===== src/rtl/ecff_pkg.sv =====
package ecff_pkg;

    localparam int WORD_BITS_DEF = 48;
    localparam int FRAC_BITS_DEF = 16;
    localparam int IO_BITS       = 48;
    localparam int MUL_LAT       = 4;
    localparam int ADDR_BITS     = 3;

    localparam logic REG_FLUX_MODE = 1'b0;

    typedef enum logic [1:0] {
        FAULT_OK        = 2'd0,
        FAULT_ZERO_DENS = 2'd1,
        FAULT_SAT       = 2'd2
    } t_fault;

    typedef struct packed {
        logic zero;
        logic sat_com;
        logic sat_cen;
        logic sat_spl;
    } t_lane_flags;

endpackage


===== src/rtl/ecff_merge.sv =====
module ecff_merge import ecff_pkg::*; #(
    parameter int W = WORD_BITS_DEF
) (
    input  logic                      i_clk,
    input  logic                      i_rst_n,
    input  logic                      i_valid,
    input  logic                      i_mode,
    input  logic signed [W-1:0]       i_a0, i_a1,
    input  logic signed [W-1:0]       i_k0, i_k1,
    input  logic signed [W-1:0]       i_p0, i_p1,
    input  logic signed [W-1:0]       i_i0, i_i1,
    input  logic signed [W-1:0]       i_s0, i_s1,
    input  t_lane_flags               i_fl0, i_fl1,
    input  logic signed [W-1:0]       i_pif,
    input  logic signed [W-1:0]       i_c0f,
    input  logic                      i_in_sat,
    output logic                      o_done,
    output logic signed [IO_BITS-1:0] o_mass,
    output logic signed [IO_BITS-1:0] o_mom,
    output logic signed [IO_BITS-1:0] o_fe0,
    output logic signed [IO_BITS-1:0] o_fe1,
    output logic [1:0]                o_fault
);

    localparam int XW = ((W > IO_BITS) ? W : IO_BITS) + 1;
    localparam logic signed [W:0] SMAX = {2'b00, {(W-1){1'b1}}};
    localparam logic signed [W:0] SMIN = {2'b11, {(W-1){1'b0}}};
    localparam logic signed [XW-1:0] OMAX = {{(XW-IO_BITS+1){1'b0}}, {(IO_BITS-1){1'b1}}};
    localparam logic signed [XW-1:0] OMIN = ~OMAX;

    function automatic logic [W:0] sadd(input logic signed [W-1:0] a,
                                        input logic signed [W-1:0] b);
        logic signed [W:0] s;
        s = (W+1)'(a) + (W+1)'(b);
        if (s > SMAX) begin
            return {1'b1, SMAX[W-1:0]};
        end else if (s < SMIN) begin
            return {1'b1, SMIN[W-1:0]};
        end
        return {1'b0, s[W-1:0]};
    endfunction

    function automatic logic signed [W-1:0] avg(input logic signed [W-1:0] a,
                                                input logic signed [W-1:0] b);
        logic signed [W:0] s;
        s = (W+1)'(a) + (W+1)'(b);
        return s[W:1];
    endfunction

    function automatic logic [IO_BITS:0] ofit(input logic signed [W-1:0] x);
        logic signed [XW-1:0] xe;
        xe = XW'(x);
        if (xe > OMAX) begin
            return {1'b1, OMAX[IO_BITS-1:0]};
        end else if (xe < OMIN) begin
            return {1'b1, OMIN[IO_BITS-1:0]};
        end
        return {1'b0, xe[IO_BITS-1:0]};
    endfunction

    logic signed [W-1:0] mf, kf, pf, itf;
    logic [W:0]          fm, t_c, t_s, e0c, e0s, e1s;
    logic signed [W-1:0] r_fmom, r_t1, r_pf, r_s0, r_s1, r_c0f, fe0, fe1;
    logic                r_zero, r_sat, r_v1, sat2;
    logic [IO_BITS:0]    oc_mass, oc_mom, oc_fe0, oc_fe1;
    t_fault              fault;

    always_comb begin
        mf  = avg(i_a0, i_a1);
        kf  = avg(i_k0, i_k1);
        pf  = avg(i_p0, i_p1);
        itf = avg(i_i0, i_i1);
        fm  = sadd(mf, i_pif);
        t_c = sadd(kf, itf);
        t_s = sadd(kf, pf);
    end

    always_ff @(posedge i_clk) begin
        r_fmom <= fm[W-1:0];
        r_t1   <= i_mode ? t_s[W-1:0] : t_c[W-1:0];
        r_pf   <= pf;
        r_s0   <= i_s0;
        r_s1   <= i_s1;
        r_c0f  <= i_c0f;
        r_zero <= i_fl0.zero | i_fl1.zero;
        r_sat  <= i_in_sat | i_fl0.sat_com | i_fl1.sat_com | fm[W]
                | (i_mode ? (i_fl0.sat_spl | i_fl1.sat_spl | t_s[W])
                          : (i_fl0.sat_cen | i_fl1.sat_cen | t_c[W]));
    end

    always_comb begin
        e0c  = sadd(r_t1, r_pf);
        e0s  = sadd(r_t1, r_s0);
        e1s  = sadd(r_t1, r_s1);
        fe0  = i_mode ? e0s[W-1:0] : e0c[W-1:0];
        fe1  = i_mode ? e1s[W-1:0] : e0c[W-1:0];
        sat2 = i_mode ? (e0s[W] | e1s[W]) : e0c[W];
        oc_mass = ofit(r_c0f);
        oc_mom  = ofit(r_fmom);
        oc_fe0  = ofit(fe0);
        oc_fe1  = ofit(fe1);
        if (r_zero) begin
            fault = FAULT_ZERO_DENS;
        end else if (r_sat | sat2 | oc_mass[IO_BITS] | oc_mom[IO_BITS]
                     | oc_fe0[IO_BITS] | oc_fe1[IO_BITS]) begin
            fault = FAULT_SAT;
        end else begin
            fault = FAULT_OK;
        end
    end

    always_ff @(posedge i_clk) begin
        o_mass  <= oc_mass[IO_BITS-1:0];
        o_mom   <= oc_mom[IO_BITS-1:0];
        o_fe0   <= oc_fe0[IO_BITS-1:0];
        o_fe1   <= oc_fe1[IO_BITS-1:0];
        o_fault <= fault;
    end

    always_ff @(posedge i_clk) begin
        if (!i_rst_n) begin
            r_v1   <= 1'b0;
            o_done <= 1'b0;
        end else begin
            r_v1   <= i_valid;
            o_done <= r_v1;
        end
    end

endmodule


===== config.mk =====
export PLATFORM = sky130hd
export DESIGN_NAME = ecff_merge
export DESIGN_NICKNAME = d
export VERILOG_FILES = /design/src/rtl/ecff_pkg.sv /design/src/rtl/ecff_merge.sv
export SDC_FILE = /design/constraint.sdc
export NUM_CORES = 2
export LEC_CHECK = 0
export BUFFER_PORTS_ARGS = -buffer_cell sky130_fd_sc_hd__buf_2
export CORE_AREA = 2 2 308 310
export DETAILED_ROUTE_END_ITERATION = 8
export DIE_AREA = 0 0 310 312
export PLACE_DENSITY = 0.63
export SKIP_CTS_REPAIR_TIMING = 1
export SYNTH_ARGS = -nofsm -noshare
export SYNTH_HDL_FRONTEND = slang
export SYNTH_SLANG_ARGS = --single-unit
export TNS_END_PERCENT = 30

===== constraint.sdc =====
create_clock -name i_clk -period 8.7 [get_ports i_clk]
set_input_delay 2.175 -clock i_clk [delete_from_list [all_inputs] [get_ports i_clk]]
set_output_delay 2.175 -clock i_clk [all_outputs]
set_load 0.05 [all_outputs]

==> summary.md <==
| Metric | Value |
|---|---|
| Status | `completed` |
| Layout cells sized above 1 | `19.8%` |
| Worst endpoint data arrival time | `8.56 ns` |
| Core Box Area | `93000 um2` |
| Pin count of the biggest net entering global routing | `49` |
| Area of all placed cells without fillers | `43300 um2` |
| Ports | `784` |
| CTS tree | `done` |
| Type of origin of the critical path | `input port` |
| Sum Neg Setup Slack | `0 ns` |
| Cell at the root of the clock tree | `sky130_fd_sc_hd__clkbuf_16` |
| Num CTS Buffers | `54` |
| Leakage dissipation | `20.3 nW` |
| Async set-or-reset flop fraction in the synthesized netlist | `0%` |
| Post-synth EDFFs | `0` |
| Final std cells w/o fill | `6402` |
| Global routing met3 resource utilization | `7.45%` |
| Number of nets in the synthesized netlist | `5499` |
| Area added between synthesis and finish | `18.8%` |
| Number of storage elements in the synthesis netlist | `486` |
| Master of the slowest instance on the critical path | `sky130_fd_sc_hd__o21ai_0` |
| Clk Latency, worst-skew pair | `0.66 ns` |
| Most numerous cell in the Yosys netlist | `sky130_fd_sc_hd__dfxtp_1` |
| Number of antenna violations at the first check in global routing | `82` |
| Die boundary width | `310 um` |
| Starting density of the core | `39.1%` |
| Cells after synthesis | `4424` |
| Kind of end point of the critical path | `flip-flop` |
| CTS Sinks | `486` |
| Die Span Y | `312 um` |
| Global route overflow | `0` |
| Post-route antenna net violation count | `0` |
| Yosys Warn Count | `0` |
| Largest cells by area after synthesis | `sky130_fd_sc_hd__dfxtp_1 27%, sky130_fd_sc_hd__ha_1 16%, sky130_fd_sc_hd__xnor2_1 6.8%, sky130_fd_sc_hd__a21oi_1 6.6%, sky130_fd_sc_hd__o21ai_0 5.5%` |
| Highest-utilization routing layer at the global route stage | `met2` |
| Netlist area before placement | `36400 um2` |
| Overall fraction of global-route tracks in use | `25.1%` |
| Cell area reported after detailed placement | `41300 um2` |
| Launch point of the worst reg-to-reg path | `r_t1[0]` |
| Final setup violation count | `0` |
| Min Tclk post-route | `8.04 ns` |
| Relative slew slack | `43.0%` |
| CTS H-tree lvls | `2` |
| First-pass iteration count of the detailed router | `5` |
| Yosys top cell by area | `sky130_fd_sc_hd__dfxtp_1` |
| Peak per-stage delay on the critical path | `0.40 ns` |
| Endpoint of the worst register-to-register path | `o_fe0[25]` |
| Power density relative to cell area | `366 nW/um2` |
| Max Buffers Root-to-Sink | `3` |
| Leading cell types by count after synthesis | `486 x sky130_fd_sc_hd__dfxtp_1, 481 x sky130_fd_sc_hd__a21oi_1, 476 x sky130_fd_sc_hd__ha_1, 397 x sky130_fd_sc_hd__o21ai_0, 284 x sky130_fd_sc_hd__nand2_1` |
| M2 GR Usage | `42.8%` |
| Sequential element share of the synthesized area | `26.7%` |
| Vias per cell | `5.41` |
| Highest net fanout along the worst path | `47` |
| Iter 0 DRT Violations | `1865` |
| Total number of placement rows | `112` |
| FF-to-FF setup slack | `3.45 ns` |
| Share of the synthesized area in the top cell type | `26.7%` |
| Predominant post-synthesis flop cell | `sky130_fd_sc_hd__dfxtp_1` |
| Vias in the first global route | `33751` |
| Netlist cell types | `93` |
| # fillers | `9284` |
| Portion of the clock cycle consumed by the worst path in the final layout | `92.5%` |
| Transition at the pin with the smallest max-transition slack | `0.834 ns` |
| Number of violations of the max-capacitance limit | `0` |
| Peak supply drop | `0.222 mV` |
| Achievable Freq | `124 MHz` |
| Mean cell area of the mapped netlist | `8.23 um2` |
| Pwr Total | `0.0158 W` |
| Overall via count from detail_route | `34643` |
| Met1 track demand over resource in global routing | `29.8%` |
| RSZ-0062 raised after global routing | `no` |
| Post-route clock skew | `0.0212 ns` |
| Reg2reg path depth | `17` |
| Clk slew on worst S/H paths | `0.07 ns` |
| IO Port Bufs | `783` |
| Die outline area | `96700 um2` |
| Number of max-slew violations in the final report | `0` |
| Source of the critical timing path | `i_i0[4]` |
| Final standard cell utilization of the core | `46.5%` |
| Remaining DRCs | `0` |
| Placer's final routability congestion estimate | `0.944` |
| Crit path required time | `9.21 ns` |
| Final hold viol count | `0` |
| Dominant cell type by count on the critical path | `sky130_fd_sc_hd__a21o_1` |
| Overall routed net length | `126 mm` |
| HPWL Detailed | `108 mm` |
| Hold crit path type | `reg2reg` |
| Count of placed standard cells including taps | `6270` |
| Routed wire length per instance | `19.7 um` |
| Termination of the worst setup path | `r_t1[3]` |
| CP Class | `in2reg` |
| Nets | `6147` |
| Wire length of the first global-routing pass | `190 mm` |
## per-layer routing
layer  share of wire (%)  routed length [um]
met1                  41               52200
met2                  46               58600
met4                 3.5                4480
met3                 8.4               10700
met5                0.43                 545
## where the power goes
part | internal (W) | switching (W)
combinational | 0.00365 | 0.00646
clock | 0.00136 | 0.00103
sequential | 0.00295 | 0.000405
## final cells by class
class / count / area (um2) / area share [%]
clock inverter: 32 / 344 / 0.795
timing repair buffer: 806 / 4150 / 9.60
multi-input combinational: 3593 / 25400 / 58.6
tap: 1254 / 1570 / 3.63
sequential: 486 / 9730 / 22.5
clock buffer: 69 / 1540 / 3.56
antenna: 31 / 77.6 / 0.179
inverter: 131 / 492 / 1.14
## critical path, delay by kind of cell
kind                       cells  cell delay (ns)
AOI/OAI and AO/OA             20             4.38
xor gates and xnor gates       1             0.16
adders and majority gates      2             0.67
buffers and inverters          2             0.33
muxes                          1             0.17
and+or+nand+nor                3             0.61
## flip-flops by register name, indices dropped and copies added (netlist names)
register / flops
o_fault: 2
r_zero: 1
r_s1: 48
o_fe0: 48
r_t1: 48
o_mass: 48
o_fe1: 48
r_c0f: 48
r_pf: 48
r_sat: 1
o_done: 1
r_v1: 1
r_fmom: 48
r_s0: 48
o_mom: 48
## per-stage QoR
stage,setup slack [ns],hold slack [ns]
6_report,0.655,0.312
5_1_grt,0.215,0.330
4_1_cts,0.770,0.315
3_5_place_dp,0.150,0.312
3_3_place_gp,0.308,0.310
2_1_floorplan,1.06,0.331
## kinds of logic after synthesis
group	Yosys count	share of synthesized area, %
AO/OA/AOI/OAI	1654	28.7
AND/OR/NAND/NOR	1024	13.4
buffers and inverters	345	3.87
XOR/XNOR	424	10.2
flip-flops	486	26.7
multiplexers	5	0.141
adder cells (fa/ha/maj)	486	16.9
## layout by cell type, fill, tap and decap left out, types with 52 or more instances in the layout
master | Yosys | layout
sky130_fd_sc_hd__a21o_1 | 247 | 247
sky130_fd_sc_hd__a21oi_1 | 481 | 480
sky130_fd_sc_hd__nor3_1 | 52 | 52
sky130_fd_sc_hd__xor2_1 | 141 | 140
sky130_fd_sc_hd__clkbuf_16 | 0 | 55
sky130_fd_sc_hd__ha_1 | 476 | 476
sky130_fd_sc_hd__dfxtp_1 | 486 | 486
sky130_fd_sc_hd__nand2_1 | 284 | 284
sky130_fd_sc_hd__o21bai_1 | 77 | 77
sky130_fd_sc_hd__o21a_1 | 81 | 80
sky130_fd_sc_hd__nor2_1 | 281 | 280
sky130_fd_sc_hd__nand3_1 | 90 | 90
sky130_fd_sc_hd__buf_2 | 17 | 783
sky130_fd_sc_hd__xnor2_1 | 282 | 281
sky130_fd_sc_hd__o21ai_0 | 397 | 397
sky130_fd_sc_hd__inv_1 | 131 | 131
## worst min path at each step
stage,from,to,slack [ns],depth (start not counted)
floorplan,r_zero,o_fault[0],0.33,0
global placement,r_c0f[32],o_mass[32],0.31,0
detailed placement,r_c0f[46],o_mass[46],0.31,0
CTS,r_c0f[26],o_mass[26],0.31,0
global route,r_fmom[25],o_mom[25],0.33,0
finish,r_c0f[26],o_mass[26],0.31,0
No activity file was read; power rests on OpenSTA's default activity.
